[src/rtl/core/ssba_pkg.sv]
package ssba_pkg;

  // fixed geometry of one stack slot
  localparam int          PAGE_BYTES     = 4096;
  localparam int          PAGE_SHIFT     = $clog2(PAGE_BYTES);
  localparam logic [31:0] STACK_SPAN     = 32'h0000_4000;
  localparam logic [31:0] SP_OFFSET      = 32'h0000_3FF0;

  // bitmap layout
  localparam int BIT_IDX_W  = 5;
  localparam int WORD_BITS  = 32;
  localparam int ACT_W      = 7;
  localparam int JOB_SLOT_W = 11;
  localparam int DIST_PAGE_W = 32 - PAGE_SHIFT;

  // defaults for the top level parameters
  localparam int DEF_BITMAP_WORDS    = 4;
  localparam int DEF_PAGES_PER_STACK = 4;

  // stream and register port widths
  localparam int IN_TDATA_W  = 32;
  localparam int OUT_TDATA_W = 40;
  localparam int STATUS_W    = 2;
  localparam int SLOT_OUT_W  = 7;
  localparam int CFG_ADDR_W  = 1;
  localparam int CFG_DATA_W  = 32;
  localparam int WIU_W       = 3;

  localparam logic [CFG_ADDR_W-1:0] REG_REGION_TOP   = 1'b0;
  localparam logic [CFG_ADDR_W-1:0] REG_WORDS_IN_USE = 1'b1;

  typedef enum logic [STATUS_W-1:0] {
    ST_OK    = 2'd0,
    ST_FULL  = 2'd1,
    ST_RANGE = 2'd2
  } status_t;

  typedef enum logic [1:0] {
    JOB_ALLOC,
    JOB_FREE,
    JOB_BAD
  } job_kind_t;

  typedef struct packed {
    job_kind_t              kind;
    logic [JOB_SLOT_W-1:0]  slot;
  } job_t;

  typedef enum logic [1:0] {
    BK_IDLE,
    BK_EVAL,
    BK_MUL,
    BK_RES
  } back_state_t;

endpackage

[src/rtl/core/ssba_ram.sv]
module ssba_ram #(
  parameter int WIDTH = 32,
  parameter int DEPTH = 4
) (
  input  logic                                   clk,
  input  logic                                   we,
  input  logic [(DEPTH > 1 ? $clog2(DEPTH) : 1)-1:0] waddr,
  input  logic [WIDTH-1:0]                       wdata,
  input  logic                                   re,
  input  logic [(DEPTH > 1 ? $clog2(DEPTH) : 1)-1:0] raddr,
  output logic [WIDTH-1:0]                       rdata
);

  logic [WIDTH-1:0] mem_r [DEPTH];
  logic [WIDTH-1:0] rdata_r;

  always_ff @(posedge clk) begin
    if (we) begin
      mem_r[waddr] <= wdata;
    end
    if (re) begin
      rdata_r <= mem_r[raddr];
    end
  end

  assign rdata = rdata_r;

endmodule

[src/rtl/core/ssba_front.sv]
module ssba_front import ssba_pkg::*; #(
  parameter int PAGES_PER_STACK = DEF_PAGES_PER_STACK
) (
  input  logic                  clk,
  input  logic                  rst_n,
  input  logic                  in_tvalid,
  output logic                  in_tready,
  input  logic [IN_TDATA_W-1:0] in_tdata,
  input  logic                  in_tuser,
  input  logic [31:0]           region_top,
  input  logic [ACT_W-1:0]      act_words,
  output logic                  job_valid,
  input  logic                  job_ready,
  output job_t                  job
);

  // pointer distance / pages per stack by reciprocal multiply, exact for 20-bit dividends
  localparam int     RECIP_SHIFT = DIST_PAGE_W + $clog2(PAGES_PER_STACK);
  localparam longint RECIP       = ((longint'(1) << RECIP_SHIFT) + PAGES_PER_STACK - 1)
                                   / PAGES_PER_STACK;
  localparam int     MULT_W      = DIST_PAGE_W + 1;
  localparam int     PROD_W      = DIST_PAGE_W + MULT_W;

  logic                   s1_vld_r;
  logic                   s1_mode_r;
  logic [DIST_PAGE_W-1:0] s1_pages_r;
  logic                   s2_vld_r;
  logic                   s2_mode_r;
  logic [PROD_W-1:0]      s2_prod_r;

  logic                   s1_adv;
  logic                   s2_adv;
  logic [31:0]            ptr_gap;
  logic [MULT_W-1:0]      recip;
  logic [DIST_PAGE_W-1:0] quot;
  logic [DIST_PAGE_W-1:0] limit;
  logic                   bad;

  assign recip  = MULT_W'(RECIP);
  assign s2_adv = !s2_vld_r || job_ready;
  assign s1_adv = !s1_vld_r || s2_adv;
  assign in_tready = s1_adv;

  assign ptr_gap = region_top - in_tdata;

  always_ff @(posedge clk) begin
    if (!rst_n) begin
      s1_vld_r <= 1'b0;
      s2_vld_r <= 1'b0;
    end else begin
      if (s1_adv) begin
        s1_vld_r <= in_tvalid;
      end
      if (s2_adv) begin
        s2_vld_r <= s1_vld_r;
      end
    end
  end

  always_ff @(posedge clk) begin
    if (s1_adv) begin
      s1_mode_r  <= in_tuser;
      s1_pages_r <= ptr_gap[31:PAGE_SHIFT];
    end
    if (s2_adv) begin
      s2_mode_r <= s1_mode_r;
      s2_prod_r <= PROD_W'(s1_pages_r) * PROD_W'(recip);
    end
  end

  // classify: allocate, free in range, free out of range
  assign quot  = DIST_PAGE_W'(s2_prod_r >> RECIP_SHIFT);
  assign limit = DIST_PAGE_W'({act_words, {BIT_IDX_W{1'b0}}});
  assign bad   = quot >= limit;

  assign job_valid = s2_vld_r;

  always_comb begin
    job.slot = '0;
    if (!s2_mode_r) begin
      job.kind = JOB_ALLOC;
    end else if (bad) begin
      job.kind = JOB_BAD;
    end else begin
      job.kind = JOB_FREE;
      job.slot = JOB_SLOT_W'(quot);
    end
  end

endmodule

[src/rtl/core/ssba_queue.sv]
module ssba_queue import ssba_pkg::*; (
  input  logic clk,
  input  logic rst_n,
  input  logic push_valid,
  output logic push_ready,
  input  job_t push_job,
  output logic pop_valid,
  input  logic pop_ready,
  output job_t pop_job
);

  job_t       ent_r [2];
  logic       wr_ptr_r;
  logic       rd_ptr_r;
  logic [1:0] cnt_r;
  logic       do_push;
  logic       do_pop;

  assign push_ready = cnt_r != 2'd2;
  assign pop_valid  = cnt_r != 2'd0;
  assign pop_job    = ent_r[rd_ptr_r];
  assign do_push    = push_valid && push_ready;
  assign do_pop     = pop_valid && pop_ready;

  always_ff @(posedge clk) begin
    if (!rst_n) begin
      wr_ptr_r <= 1'b0;
      rd_ptr_r <= 1'b0;
      cnt_r    <= 2'd0;
    end else begin
      if (do_push) begin
        wr_ptr_r <= !wr_ptr_r;
      end
      if (do_pop) begin
        rd_ptr_r <= !rd_ptr_r;
      end
      if (do_push && !do_pop) begin
        cnt_r <= cnt_r + 2'd1;
      end else if (do_pop && !do_push) begin
        cnt_r <= cnt_r - 2'd1;
      end
    end
  end

  always_ff @(posedge clk) begin
    if (do_push) begin
      ent_r[wr_ptr_r] <= push_job;
    end
  end

endmodule

[src/rtl/core/ssba_back.sv]
module ssba_back import ssba_pkg::*; #(
  parameter int BITMAP_WORDS    = DEF_BITMAP_WORDS,
  parameter int PAGES_PER_STACK = DEF_PAGES_PER_STACK
) (
  input  logic                   clk,
  input  logic                   rst_n,
  input  logic [31:0]            region_top,
  input  logic [ACT_W-1:0]       act_words,
  input  logic                   job_valid,
  output logic                   job_ready,
  input  job_t                   job,
  output logic                   out_tvalid,
  input  logic                   out_tready,
  output logic [OUT_TDATA_W-1:0] out_tdata,
  output logic [STATUS_W-1:0]    out_tuser
);

  localparam int WIDX_W = (BITMAP_WORDS > 1) ? $clog2(BITMAP_WORDS) : 1;
  localparam int OFFS_W = JOB_SLOT_W + $clog2(PAGES_PER_STACK + 1);

  back_state_t             state_r, state_nxt;
  job_kind_t               kind_r, kind_nxt;
  logic [WIDX_W-1:0]       word_r, word_nxt;
  logic [JOB_SLOT_W-1:0]   slot_r, slot_nxt;
  status_t                 status_r, status_nxt;
  logic [OFFS_W-1:0]       offs_r;
  logic                    rd_vld_r;
  logic                    rd_row0_r;
  logic [BITMAP_WORDS-1:0] row_vld_r;
  logic                    out_valid_r;
  logic [31:0]             out_sp_r;
  logic [SLOT_OUT_W-1:0]   out_slot_r;
  status_t                 out_status_r;

  logic                    ram_re;
  logic [WIDX_W-1:0]       ram_raddr;
  logic                    ram_we;
  logic [WIDX_W-1:0]       ram_waddr;
  logic [WORD_BITS-1:0]    ram_wdata;
  logic [WORD_BITS-1:0]    ram_rdata;

  logic [WORD_BITS-1:0]    cur_word;
  logic [WORD_BITS-1:0]    zero_onehot;
  logic [BIT_IDX_W-1:0]    zero_idx;
  logic                    found;
  logic [ACT_W-1:0]        next_word;
  logic                    more;
  logic [WIDX_W-1:0]       job_widx;
  logic                    out_load;
  logic [31:0]             sp_val;

  ssba_ram #(
    .WIDTH (WORD_BITS),
    .DEPTH (BITMAP_WORDS)
  ) u_ram (
    .clk   (clk),
    .we    (ram_we),
    .waddr (ram_waddr),
    .wdata (ram_wdata),
    .re    (ram_re),
    .raddr (ram_raddr),
    .rdata (ram_rdata)
  );

  // a row never written reads as its reset value
  assign cur_word    = rd_vld_r ? ram_rdata : {{(WORD_BITS-1){1'b0}}, rd_row0_r};
  assign zero_onehot = ~cur_word & (cur_word + 32'd1);
  assign found       = cur_word != '1;

  always_comb begin
    zero_idx = '0;
    for (int i = 0; i < WORD_BITS; i++) begin
      if (zero_onehot[i]) begin
        zero_idx = zero_idx | BIT_IDX_W'(i);
      end
    end
  end

  assign next_word = ACT_W'(word_r) + ACT_W'(1);
  assign more      = next_word < act_words;
  assign job_widx  = WIDX_W'(job.slot >> BIT_IDX_W);
  assign job_ready = state_r == BK_IDLE;
  assign out_load  = (state_r == BK_RES) && (!out_valid_r || out_tready);

  always_comb begin
    state_nxt = state_r;
    case (state_r)
      BK_IDLE: begin
        if (job_valid) begin
          case (job.kind)
            JOB_ALLOC: state_nxt = (act_words == '0) ? BK_RES : BK_EVAL;
            JOB_FREE:  state_nxt = BK_EVAL;
            default:   state_nxt = BK_RES;
          endcase
        end
      end
      BK_EVAL: begin
        if (kind_r == JOB_ALLOC) begin
          if (found) begin
            state_nxt = BK_MUL;
          end else if (more) begin
            state_nxt = BK_EVAL;
          end else begin
            state_nxt = BK_RES;
          end
        end else begin
          state_nxt = BK_RES;
        end
      end
      BK_MUL:  state_nxt = BK_RES;
      BK_RES:  state_nxt = out_load ? BK_IDLE : BK_RES;
      default: state_nxt = BK_IDLE;
    endcase
  end

  always_comb begin
    kind_nxt   = kind_r;
    word_nxt   = word_r;
    slot_nxt   = slot_r;
    status_nxt = status_r;
    ram_re     = 1'b0;
    ram_raddr  = word_r;
    ram_we     = 1'b0;
    ram_waddr  = word_r;
    ram_wdata  = cur_word;
    case (state_r)
      BK_IDLE: begin
        if (job_valid) begin
          kind_nxt   = job.kind;
          slot_nxt   = job.slot;
          status_nxt = ST_OK;
          word_nxt   = '0;
          case (job.kind)
            JOB_ALLOC: begin
              if (act_words == '0) begin
                status_nxt = ST_FULL;
                slot_nxt   = '0;
              end else begin
                ram_re    = 1'b1;
                ram_raddr = '0;
              end
            end
            JOB_FREE: begin
              ram_re    = 1'b1;
              ram_raddr = job_widx;
              word_nxt  = job_widx;
            end
            default: begin
              status_nxt = ST_RANGE;
              slot_nxt   = '0;
            end
          endcase
        end
      end
      BK_EVAL: begin
        if (kind_r == JOB_ALLOC) begin
          if (found) begin
            ram_we    = 1'b1;
            ram_wdata = cur_word | zero_onehot;
            slot_nxt  = JOB_SLOT_W'({word_r, zero_idx});
          end else if (more) begin
            ram_re    = 1'b1;
            ram_raddr = WIDX_W'(next_word);
            word_nxt  = WIDX_W'(next_word);
          end else begin
            status_nxt = ST_FULL;
            slot_nxt   = '0;
          end
        end else begin
          ram_we    = 1'b1;
          ram_wdata = cur_word & ~(32'd1 << slot_r[BIT_IDX_W-1:0]);
        end
      end
      default: begin
      end
    endcase
  end

  // slot top = region_top - slot * slot bytes, then one stack span down
  always_comb begin
    sp_val = '0;
    if (kind_r == JOB_ALLOC && status_r == ST_OK) begin
      sp_val = ((region_top - (32'(offs_r) << PAGE_SHIFT)) - STACK_SPAN) | SP_OFFSET;
    end
  end

  always_ff @(posedge clk) begin
    if (!rst_n) begin
      state_r     <= BK_IDLE;
      row_vld_r   <= '0;
      out_valid_r <= 1'b0;
    end else begin
      state_r <= state_nxt;
      if (ram_we) begin
        row_vld_r[ram_waddr] <= 1'b1;
      end
      if (out_load) begin
        out_valid_r <= 1'b1;
      end else if (out_tready) begin
        out_valid_r <= 1'b0;
      end
    end
  end

  always_ff @(posedge clk) begin
    kind_r   <= kind_nxt;
    word_r   <= word_nxt;
    slot_r   <= slot_nxt;
    status_r <= status_nxt;
    offs_r   <= OFFS_W'(slot_r) * OFFS_W'(PAGES_PER_STACK);
    if (ram_re) begin
      rd_vld_r  <= row_vld_r[ram_raddr];
      rd_row0_r <= ram_raddr == '0;
    end
    if (out_load) begin
      out_sp_r     <= sp_val;
      out_slot_r   <= SLOT_OUT_W'(slot_r);
      out_status_r <= status_r;
    end
  end

  assign out_tvalid = out_valid_r;
  assign out_tdata  = {1'b0, out_slot_r, out_sp_r};
  assign out_tuser  = out_status_r;

endmodule

[src/rtl/core/stack_slot_bitmap_allocator.sv]
// flow: a request passes the front stages s1 and s2 and the two-entry job queue, then the
//   bitmap sequencer states IDLE, EVAL (one bitmap ram read per cycle while words are scanned),
//   MUL and RES, then the output register; MUL only for an allocation that finds a free slot,
//   no EVAL for an out-of-range free; the sequencer works on one job at a time
// reset (synchronous, active low): region_top 0, words_in_use 1, slot 0 taken, others free;
//   bitmap rows are tracked by valid bits, so no clearing pass is needed
module stack_slot_bitmap_allocator import ssba_pkg::*; #(
  parameter int BITMAP_WORDS    = DEF_BITMAP_WORDS,
  parameter int PAGES_PER_STACK = DEF_PAGES_PER_STACK
) (
  input  logic                   clk,
  input  logic                   rst_n,
  // request stream
  input  logic                   in_tvalid,
  output logic                   in_tready,
  input  logic [IN_TDATA_W-1:0]  in_tdata,   // [31:0] free_pointer
  input  logic                   in_tuser,   // [0] mode: 0 allocate, 1 free
  // result stream
  output logic                   out_tvalid,
  input  logic                   out_tready,
  output logic [OUT_TDATA_W-1:0] out_tdata,  // [31:0] stack_pointer, [38:32] slot_index
  output logic [STATUS_W-1:0]    out_tuser,  // [1:0] status
  // register writes
  input  logic                   cfg_wr_en,
  input  logic [CFG_ADDR_W-1:0]  cfg_addr,
  input  logic [CFG_DATA_W-1:0]  cfg_wdata
);

  logic [31:0]      region_top_r;
  logic [WIU_W-1:0] words_in_use_r;
  logic [ACT_W-1:0] wiu_ext;
  logic [ACT_W-1:0] act_words;

  job_t front_job;
  logic front_valid;
  logic front_ready;
  job_t back_job;
  logic back_valid;
  logic back_ready;

  // configuration registers; the user must write them only while idle, the block does not enforce it
  always_ff @(posedge clk) begin
    if (!rst_n) begin
      region_top_r   <= '0;
      words_in_use_r <= WIU_W'(1);
    end else if (cfg_wr_en) begin
      case (cfg_addr)
        REG_REGION_TOP:   region_top_r   <= cfg_wdata;
        REG_WORDS_IN_USE: words_in_use_r <= cfg_wdata[WIU_W-1:0];
        default: begin
        end
      endcase
    end
  end

  // words actually searched, clipped to the bitmap size
  assign wiu_ext   = ACT_W'(words_in_use_r);
  assign act_words = (wiu_ext > ACT_W'(BITMAP_WORDS)) ? ACT_W'(BITMAP_WORDS) : wiu_ext;

  // front: pointer to slot conversion and range check
  ssba_front #(
    .PAGES_PER_STACK (PAGES_PER_STACK)
  ) u_front (
    .clk        (clk),
    .rst_n      (rst_n),
    .in_tvalid  (in_tvalid),
    .in_tready  (in_tready),
    .in_tdata   (in_tdata),
    .in_tuser   (in_tuser),
    .region_top (region_top_r),
    .act_words  (act_words),
    .job_valid  (front_valid),
    .job_ready  (front_ready),
    .job        (front_job)
  );

  // two-entry job queue decouples classification from the bitmap sequencer
  ssba_queue u_queue (
    .clk        (clk),
    .rst_n      (rst_n),
    .push_valid (front_valid),
    .push_ready (front_ready),
    .push_job   (front_job),
    .pop_valid  (back_valid),
    .pop_ready  (back_ready),
    .pop_job    (back_job)
  );

  // back: bitmap scan and update, stack pointer, output register
  ssba_back #(
    .BITMAP_WORDS    (BITMAP_WORDS),
    .PAGES_PER_STACK (PAGES_PER_STACK)
  ) u_back (
    .clk        (clk),
    .rst_n      (rst_n),
    .region_top (region_top_r),
    .act_words  (act_words),
    .job_valid  (back_valid),
    .job_ready  (back_ready),
    .job        (back_job),
    .out_tvalid (out_tvalid),
    .out_tready (out_tready),
    .out_tdata  (out_tdata),
    .out_tuser  (out_tuser)
  );

  // status code 3 is never produced
  a_status_legal: assert property (@(posedge clk) disable iff (!rst_n)
    out_tvalid |-> (out_tuser == ST_OK || out_tuser == ST_FULL || out_tuser == ST_RANGE))
    else $error("illegal status code on result");

  // a failed request carries zero pointer and slot
  a_fail_zero: assert property (@(posedge clk) disable iff (!rst_n)
    (out_tvalid && out_tuser != ST_OK) |-> (out_tdata[38:0] == '0))
    else $error("failed result carries nonzero payload");

  // reset empties the result register
  a_reset_empty: assert property (@(posedge clk)
    !rst_n |=> !out_tvalid)
    else $error("result valid right after reset");

endmodule

[config.mk]
export PLATFORM = sky130hd
export DESIGN_NAME = stack_slot_bitmap_allocator
export DESIGN_NICKNAME = d
export VERILOG_FILES = /design/src/rtl/core/ssba_pkg.sv /design/src/rtl/core/ssba_ram.sv /design/src/rtl/core/ssba_front.sv /design/src/rtl/core/ssba_queue.sv /design/src/rtl/core/ssba_back.sv /design/src/rtl/core/stack_slot_bitmap_allocator.sv
export SDC_FILE = /design/constraint.sdc
export NUM_CORES = 1
export LEC_CHECK = 0
export ABC_AREA = 1
export CORE_ASPECT_RATIO = 1.2
export CORE_UTILIZATION = 58
export DETAILED_ROUTE_END_ITERATION = 8
export DONT_BUFFER_PORTS = 1
export PLACE_DENSITY = 0.76
export SLEW_MARGIN = 5
export SYNTH_ARGS = -nofsm -noshare
export SYNTH_HDL_FRONTEND = slang
export SYNTH_SLANG_ARGS = --single-unit
[constraint.sdc]
create_clock -name clk -period 3.7 [get_ports clk]
set_input_delay 0.37 -clock clk [delete_from_list [all_inputs] [get_ports clk]]
set_output_delay 0.37 -clock clk [all_outputs]
set_load 0.02 [all_outputs]
Yosys cells after proc, flatten, opt, wreduce, memory -nomap -nowiden --
Memory sizes are Yosys's and may differ from the RTL's. A register that Yosys moved wholly into a read port is not among the register bits. Index checks and enable logic that the tools add are counted.
Word-level totals: flip-flop bits (word level) 161, RAM bits 154, output and inout bits 44, word-level logic and storage cells 292, memories kept 2
Operators by class: add/sub/neg operators 7, $lt $le $gt $ge 6, equality and inequality tests 21, shift-type cells 1, mux-type cells 193, bitwise operators 6, reduce and logical (&&, ||, !) cells 31
Memories:
- u_back.u_ram.mem_r | words 4, bits a word 32, rd ports 1, clocked after Yosys merged registers in 1, write ports 1, line ssba_ram.sv:14 | logic [WIDTH-1:0] mem_r [DEPTH];
- u_queue.ent_r | words 2, bits a word 13, rd ports 1, clocked after Yosys merged registers in 1, write ports 1, line ssba_queue.sv:12 | job_t ent_r [2];
Operator list (number):
- 2-to-1 mux 32 bit | 12
- 2-to-1 mux 11 bit | 20
- 2-to-1 mux 2 bit | 65
- 2-to-1 mux 5 bit | 16
- bitwise AND 32 bit | 2
- inverter 32 bit | 2
- 2-to-1 mux 1 bit | 46
- one-hot mux 11 bit (2 select lines) | 2
- 2-to-1 mux 4 bit | 10
- adder 32 x 1 -> 32 bit, second input constant | 1
- != test 32 bit, second input constant | 1
- OR 32 bit | 1
- left shift 1 x 5 -> 32 bit, first input constant | 1
- subtractor 32 x 15 -> 32 bit, second input constant | 1
- subtractor 32 x 25 -> 32 bit | 1
- subtractor 32 bit | 1
- 2-to-1 mux 3 bit | 10
- one-hot mux 2 bit (2 select lines) | 6
- >= comparator 18 x 8 -> 1 bit | 1
- != test 2 x 1 -> 1 bit, second input constant | 9
- 2-to-1 mux 14 bit | 1
- logical NOT 2 bit | 5
- != test 2 bit, second input constant | 4
- one-hot mux 2 bit (4 select lines) | 1
- other kinds (23) | 46

Logic depth before layout (Yosys ltp) --
Gate-level depths: netlist (run 1).
depth after elaboration 40, depth in mapped cells 18, mapped depth without buffers 16

Cells and area by module --
From an unflattened synthesis (run 1), not the netlist that was laid out.
Unflattened totals: cell total of the unflattened synthesis 2442, area total of the unflattened synthesis 19658.9 µm²
By module, submodules not included:
- ssba_back | times used 1, cells each 942, area an instance 6457.4 µm², sequential area each 1891.8 µm²
- ssba_ram | times used 1, cells each 541, area an instance 6398.6 µm², sequential area each 4804.6 µm²
- ssba_front | times used 1, cells each 652, area an instance 4041.4 µm², sequential area each 1181.1 µm²
- stack_slot_bitmap_allocator | times used 1, cells each 230, area an instance 1540.2 µm², sequential area each 700.7 µm²
- ssba_queue | times used 1, cells each 77, area an instance 1221.2 µm², sequential area each 880.8 µm²

Worst setup path before layout (run 1) --
Ideal clock, no wire load.
path kind register to register, start register (tool-made name), end register u_back.rd_row0_r (enable), library setup time 0.479 ns, arrival time 3.481 ns, data required time 3.221 ns, slack -0.260 ns, stages on the path, launching flop included 7, buffers on the path 0, clock period less this slack 3.960 ns, cell sequence dfxtp_1 -> inv_1 -> o21ai_1 -> inv_1 -> nand2_1 -> nand2_1 -> o32ai_1
RTL lines:
- end signal: assignment | line ssba_back.sv:213 | rd_row0_r <= ram_raddr == '0;
- end: declaration | line ssba_back.sv:28 | logic rd_row0_r;

Worst setup path in the final report (run 1) --
start register u_back.word_r[0] (netlist: u_back.ram_waddr[0]), end register u_back.u_ram.rdata_r[11] (netlist: u_back.u_ram.rdata[11]) (read register of u_back.u_ram.mem_r) (data pin)
Between the ends: longest elaborated chain between the ends 12
Ends and longest elaborated chain:
- start: declaration | line ssba_back.sv:23 | logic [WIDX_W-1:0] word_r, word_nxt;
- start signal: assignment | line ssba_back.sv:207 | word_r <= word_nxt;
- adder 2 x 1 -> 3 bit | line ssba_back.sv:79 | assign next_word = ACT_W'(word_r) + ACT_W'(1);
- less-than comparator 7 x 3 -> 1 bit | line ssba_back.sv:80 | assign more = next_word < act_words;
- 2-to-1 mux 2 bit / 2-to-1 mux 1 bit (equally long branches) | line ssba_back.sv:161 | end else if (more) begin
- 2-to-1 mux 2 bit / 2-to-1 mux 1 bit (equally long branches) | line ssba_back.sv:157 | if (found) begin
- 2-to-1 mux 2 bit / 2-to-1 mux 1 bit (equally long branches) | line ssba_back.sv:156 | if (kind_r == JOB_ALLOC) begin
- 2-to-1 mux 2 bit / 2-to-1 mux 1 bit (equally long branches) | line ssba_back.sv:126 | case (state_r)
- 2-to-1 mux 2 bit / 2-to-1 mux 1 bit (equally long branches) | line ssba_back.sv:157
- 2-to-1 mux 2 bit / 2-to-1 mux 1 bit (equally long branches) | line ssba_back.sv:156
- 2-to-1 mux 2 bit / 2-to-1 mux 1 bit (equally long branches) | line ssba_back.sv:126
- 2-to-1 mux 2 bit / 2-to-1 mux 1 bit (equally long branches) | line ssba_back.sv:156
- 2-to-1 mux 2 bit / 2-to-1 mux 1 bit (equally long branches) | line ssba_back.sv:126
- one-hot mux 2 bit (2 select lines) / one-hot mux 1 bit (2 select lines) (equally long branches) | line ssba_back.sv:126
- end: declaration | line ssba_ram.sv:15 | logic [WIDTH-1:0] rdata_r;
Parallel ways exist; a longest one is shown, timed or not. The select of a mux whose other input is x is not followed. A chain may end at the register's enable or synchronous reset.

==> qor.txt, run 1 <==
Initial antenna violation count - 0
Synth Flop Type - edfxtp_1
Count of input and output buffers - 0
Multi-input logic area - 0.00694 mm^2
Most common cell in the netlist - inv_1
Root Buffer - clkbuf_16
Layout cells sized above 1 - 0.0578
Worst path slowest cell - edfxtp_1
Asr flop ratio synth - 0
Crit path capture type - flip-flop
Combinational Power Share - 0.398
Final wirelength - 51200 um
Max VDD drop - 0.956 mV
Grt met3 use - 0.0488
Routed vias/inst - 5.75
Ant diodes - 0
Post-DP HPWL - 37400 um
Cts repair resizes - 0
Slew of the pin with the lowest slew margin - 1.16 ns
Unrepaired setup endpoints after global routing - false
Non-filler cells in the finished layout - 2576
Most Frequent Cell on Critical Path - nand2_1
Final Slew Violations - 0
Nets - 2300
Max-cap violations - 0
Die ar. - 0.0320 mm^2
Static Leak - 8.87 nW
Core area - 0.0307 mm^2
Avg Cell Area, Syn - 8.60 um^2
Post-synth EDFFs - 275
Post-synthesis sequential area ratio - 0.520
Fin crit share - 0.858
Pwr/cell area - 813 mW/mm^2
H-tree depth - 2
Number of global-route vias before repair - 14.7k
TritonRoute pass-1 iters - 6
Final ANT Viol Nets - 0
Row cnt - 70
Worst setup path endpoint - u_back.u_ram.rdata[11]$_DFFE_PP_
Num ports - 115
Reg area - 0.00946 mm^2
Unique masters post-synth - 51
Hold Crit Class - primary input to flip-flop
First-pass GRT wire length - 79000 um
CP startpoint - u_back.ram_waddr[0]$_DFFE_PP_
Setup CP Type - flip-flop to flip-flop
Initial DRC Count - 1104
Num CTS Buffers - 36
Dpl cells - 2472
Cell taking the most area after synthesis - edfxtp_1
Area grow syn2layout - 11.0%
Tmin final - 3.18 ns
Max Clk Rate - 0.315 GHz
Die height - 196 um
Final setup viols - 0
Synthesized instance count - 2114
Fillers - 2514
WL per Instance - 19.9 um
Crit path required time - 3.99 ns
Switch Pwr - 6.80 mW
Synthesized flop and latch total - 335
Setup slack, reg-to-reg - 0.52 ns
CP peak stage delay - 0.48 ns
Via count - 14.8k
CTS tree - yes
Gpl congestion - 1.12
Initial Util - 0.593
Min Hold Slack - 0.0175 ns
Share of power burned in registers - 0.376
Grt peak-use layer - met2
CP startpoint kind - flip-flop
Clock Latency Late Sink - 0.54 ns
YS warnings - 0
GRT Total Usage - 0.326
Die width - 164 um
Final Skew - 0.0194 ns
Met1 usage - 0.351
R2R cell count - 14
Post-synth top area share - 0.454
Reg2reg end - u_back.u_ram.rdata[11]$_DFFE_PP_
Setup TNS - 0 ns
Synthesized area - 0.0182 mm^2
Synth top area cells - edfxtp_1 (45%), inv_1 (7.8%), nand2_1 (7.7%)
Clock-pin slew on the worst setup and hold paths - 0.06 ns
CP arrival - 3.46 ns
Critical path cell sequence - inv_1 -> ha_1 -> ha_1 -> nand2_1 -> inv_1 -> a21oi_1 -> nand4_1 -> nand3_1 -> nand3_2 -> nand2_2 -> buf_12 -> nand2_1 -> nand3_1 -> nand2_1
Commonest cells post-synth - inv_1 (380), nand2_1 (371), edfxtp_1 (275)
Largest net degree at the start of global routing - 68
Hold Fails Final Rpt - 0
Critical R2R Launch - u_back.ram_waddr[0]$_DFFE_PP_
Internal power - 9.60 mW
Clock network power share - 0.226
Status - complete, no violations
GRT met2 Usage - 0.587
Post-route DRC - 0
Num Clock Sinks - 335
Maximum clock path buffer count - 3
Peak fanout along the critical path - 67
Grt ovf - 0
Worst rel slew slack - 0.226
Net Sw Frac - 0.415
repair_timing:
item	in CTS	in global routing
hold buffers	40	0
endpoints found under the hold margin	39	0
setup buffers	0	0
endpoints found under the setup margin	0	0
layer usage:
metal / vias up / wire, um
li1: 7115 / -
met1: 6911 / 18700
met2: 579 / 26000
met3: 195 / 2930
met4: 0 / 3620
met5: - / 0
worst max-delay path, delay by kind of cell, from the launching register on:
family / cells / cell delay (ns)
and+or+nand+nor: 8 / 1.08
adders and majority gates: 2 / 0.63
buffers and inverters: 3 / 0.48
DFF: 1 / 0.48
AOI/OAI and AO/OA: 1 / 0.19
metrics by stage:
stage / setup WS, ns / cell area, um^2 / util / power (mW)
after global routing: 0.275 / 20200 / 0.658 / 17.3
after CTS: 0.562 / 20200 / 0.658 / 16.4
after global placement: 0.757 / 18600 / 0.605 / 12.4
after floorplan: 0.720 / 18200 / - / 10.7
after detailed placement: 0.589 / 18600 / 0.605 / 12.6
final: 0.525 / 20200 / 0.658 / 16.4
final cells by class:
type                       instances  share of cell area
timing repair buffer              63              0.0314
clock inverter                    18              0.0117
tap                              396              0.0246
clock buffer                      46              0.0481
multi-input combinational       1334               0.344
sequential                       335               0.469
inverter                         384              0.0715
kinds of logic (layout without fill, tap and decap cells):
group / Yosys count / in the layout / share of synthesized area
AND/OR/NAND/NOR: 936 / 936 / 0.227
flip-flops: 335 / 335 / 0.520
AO/OA/AOI/OAI: 297 / 297 / 0.0902
buffers and inverters: 451 / 511 / 0.101
XOR/XNOR: 18 / 18 / 0.00867
multiplexers: 1 / 1 / 0.000551
other: 1 / 7 / 0.000206
adder cells (fa/ha/maj): 75 / 75 / 0.0516
state kept, by name (all words and copies together), names as in the netlist, 18 cells and up, named ones only:
register            cells
u_back.u_ram.rdata     32
u_back.u_ram.mem_r    128
u_queue.ent_r          26
u_back.out_sp_r        23
u_front.s1_pages_r     18
u_front.s2_prod_r      18
region_top_r           32
power groups by stage:
stage               combinational [mW]  clock [mW]  sequential, mW
finish                            6.53        3.71            6.17
floorplan                         4.80           0            5.87
detailed placement                6.43           0            6.21
global route                      7.25        3.87            6.22
CTS                               6.51        3.74            6.15
global placement                  6.21           0            6.20
worst min-delay path by stage:
stage / depth (start not counted) / startpoint / to / slack, ns
floorplan: 0 / u_back.slot_r[8]$_SDFFCE_PP0P_ / u_back.offs_r[10]$_DFF_P_ / 0.32
global placement: 0 / u_back.slot_r[9]$_SDFFCE_PP0P_ / u_back.offs_r[11]$_DFF_P_ / 0.33
detailed placement: 0 / u_back.slot_r[8]$_SDFFCE_PP0P_ / u_back.offs_r[10]$_DFF_P_ / 0.33
CTS: 2 / rst_n / flip-flop / 0.002
global route: 2 / cfg_wdata[27] / region_top_r[27]$_SDFFE_PN0P_ / 0.01
finish: 2 / rst_n / flip-flop / 0.02
cells in the final DEF, fill, tap and decap left out, types with 8 or more instances in the layout:
master / n
o211ai_1: 13
nor2_2: 14
nand3_2: 8
or2_2: 10
a21o_1: 9
dfxtp_1: 60
nor3_1: 56
xor2_1: 13
nor4_1: 10
nand3_1: 210
a21oi_1: 114
clkbuf_16: 37
dlygate4sd3_1: 39
nand2_1: 370
edfxtp_1: 275
nand4_1: 31
nor2_1: 207
ha_1: 75
o21ai_0: 121
clkbuf_1: 8
buf_4: 19
inv_1: 380
(Power assumes the default switching activity.)
==> run 2: changes to the inputs <==
==> constraint.sdc (replaced) <==
create_clock -name clk -period 3.7 [get_ports clk]
set_input_delay 0.37 -clock clk [delete_from_list [all_inputs] [get_ports clk]]
set_output_delay 0.37 -clock clk [all_outputs]
set_load 0.005 [all_outputs]
==> run 2 against run 1 <==
Die area did not move. Final cell count shrank 0.39%. Global-route usage increased by 0.71 points. Sequential power fell by 1%. Power shrank 1.5%. Count of clock-buffer cells in the layout is 5 lower. Sequential cell count is the same. First-iteration DRC count decreased by 6.3%. Sequential share of layout area grew 0.45 points. Highest routed layer unchanged.
==> qor.txt, run 2 (synthesized netlist as in run 1, its figures left out) <==
Status - complete, no violations
Layout cells sized above 1 - 0.0567
Nets - 2291
Fillers - 2486
WL per Instance - 20.5 um
Final setup margin - 0.502 ns
Pwr/cell area - 808 mW/mm^2
Post-CTS setup buffers - 0
Row cnt - 70
Biggest register - u_back.u_ram.mem_r
Met1 WL - 19200 um
Die ar. - 0.0320 mm^2
Initial Util - 0.593
Static Leak - 8.75 nW
Setup CP Type - flip-flop to flip-flop
Crit path required time - 3.98 ns
Hold Fails Final Rpt - 0
Via count - 14.8k
Num ports - 115
Reg area - 0.00946 mm^2
Maximum clock path buffer count - 3
Routed vias/inst - 5.78
Num Clock Sinks - 335
Initial antenna violation count - 0
Final setup viols - 0
TritonRoute pass-1 iters - 6
Ant diodes - 0
Count of input and output buffers - 0
Max VDD drop - 0.746 mV
Post-DP HPWL - 38600 um
Die height - 196 um
Total power - 16.2 mW
Num CTS Buffers - 35
Post-route DRC - 0
Crit path capture type - flip-flop
Unrepaired setup endpoints after global routing - false
Final wirelength - 52500 um
Final ANT Viol Nets - 0
Setup slack, reg-to-reg - 0.50 ns
Peak fanout along the critical path - 67
Die width - 164 um
Fin crit share - 0.864
Pre-CTS setup slack - 0.620 ns
Initial DRC Count - 1034
CTS tree - yes
Core area - 0.0307 mm^2
Root Buffer - clkbuf_16
Worst rel slew slack - 0.245
Max reg flops - 128
Multi-input logic area - 0.00694 mm^2
Final Skew - 0.0159 ns
Commonest cells after routing, fill and taps aside - inv_1 (380), nand2_1 (370), edfxtp_1 (275)
Max-cap violations - 0
Setup TNS - 0 ns
Number of global-route vias before repair - 14.9k
GRT Total Usage - 0.333
Clock Latency Late Sink - 0.54 ns
Slew of the pin with the lowest slew margin - 1.13 ns
Largest net degree at the start of global routing - 68
Tmin final - 3.20 ns
Post-layout util - 0.652
Clock-pin slew on the worst setup and hold paths - 0.07 ns
Final Slew Violations - 0
Grt ovf - 0
Met3 wire length - 2700 um
CP arrival - 3.48 ns
Max Clk Rate - 0.313 GHz
Commonest non-fill, non-tap cell in the layout - inv_1
Wire length on met2 - 27700 um
Area grow syn2layout - 9.94%
First-pass GRT wire length - 80200 um
Hold Crit Class - primary input to flip-flop
CP startpoint kind - flip-flop
H-tree depth - 2
Top sig layer - met4
Gpl congestion - 1.01
==> run 2: path summary, 6_finish.rpt <==
kind | from | to | depth (start not counted)
hold reg to reg | u_back.slot_r[7]$_SDFFCE_PP0P_ | u_back.offs_r[9]$_DFF_P_ | 0
setup / recovery | u_back.rd_vld_r$_DFFE_PP_ | u_back.u_ram.rdata[14]$_DFFE_PP_ | 15
setup reg to reg | u_back.rd_vld_r$_DFFE_PP_ | u_back.u_ram.rdata[14]$_DFFE_PP_ | 15
hold / removal | cfg_wdata[17] | region_top_r[17]$_SDFFE_PN0P_ | 2
==> run 2: per-layer routing <==
layer,up-vias,GRT usage
met2,588,0.622
met4,0,0.192
met3,148,0.0429
met5,-,0
met1,7013,0.355
li1,7093,-
==> run 2: timing repair <==
action / 4_1_cts / 5_1_grt
hold buffers: 32 / 0
endpoints found under the hold margin: 40 / 0
gates resized for setup: 0 / 0
==> run 2: through the flow <==
stage,instance area (um^2),instances,hold slack (ns)
after floorplan,18200,2120,0.323
after global placement,18500,2472,0.327
after detailed placement,18500,2472,0.328
after CTS,20000,2566,0.000180
after global routing,20000,2566,0.0217
final,20000,2566,0.0252
==> run 2: cell type report <==
cell class                      instances  area share
Tap cell                              396      0.0248
Clock inverter                         21      0.0104
Sequential cell                       335       0.473
Timing Repair Buffer                   55      0.0271
Clock buffer                           41      0.0450
Inverter                              384      0.0721
Multi-Input combinational cell       1334       0.347
==> run 2: critical path, stage by stage (launching register included) <==
cell and delay [ns]:
edfxtp_1 0.38, buf_12 0.24, nand2_1 0.14, inv_1 0.09, nand2_1 0.06, nor2_2 0.14
nand2_1 0.15, nor2_1 0.30, nand4_1 0.31, nand3_1 0.20, nand3_2 0.14, nand2_2 0.10
buf_12 0.26, nand2_1 0.10, nand3_1 0.11, nand2_1 0.09
==> run 2: power breakdown <==
group | internal [mW] | switching, mW
logic | 1.89 | 4.72
clock network | 1.96 | 1.48
registers | 5.50 | 0.609
total | 9.35 | 6.80
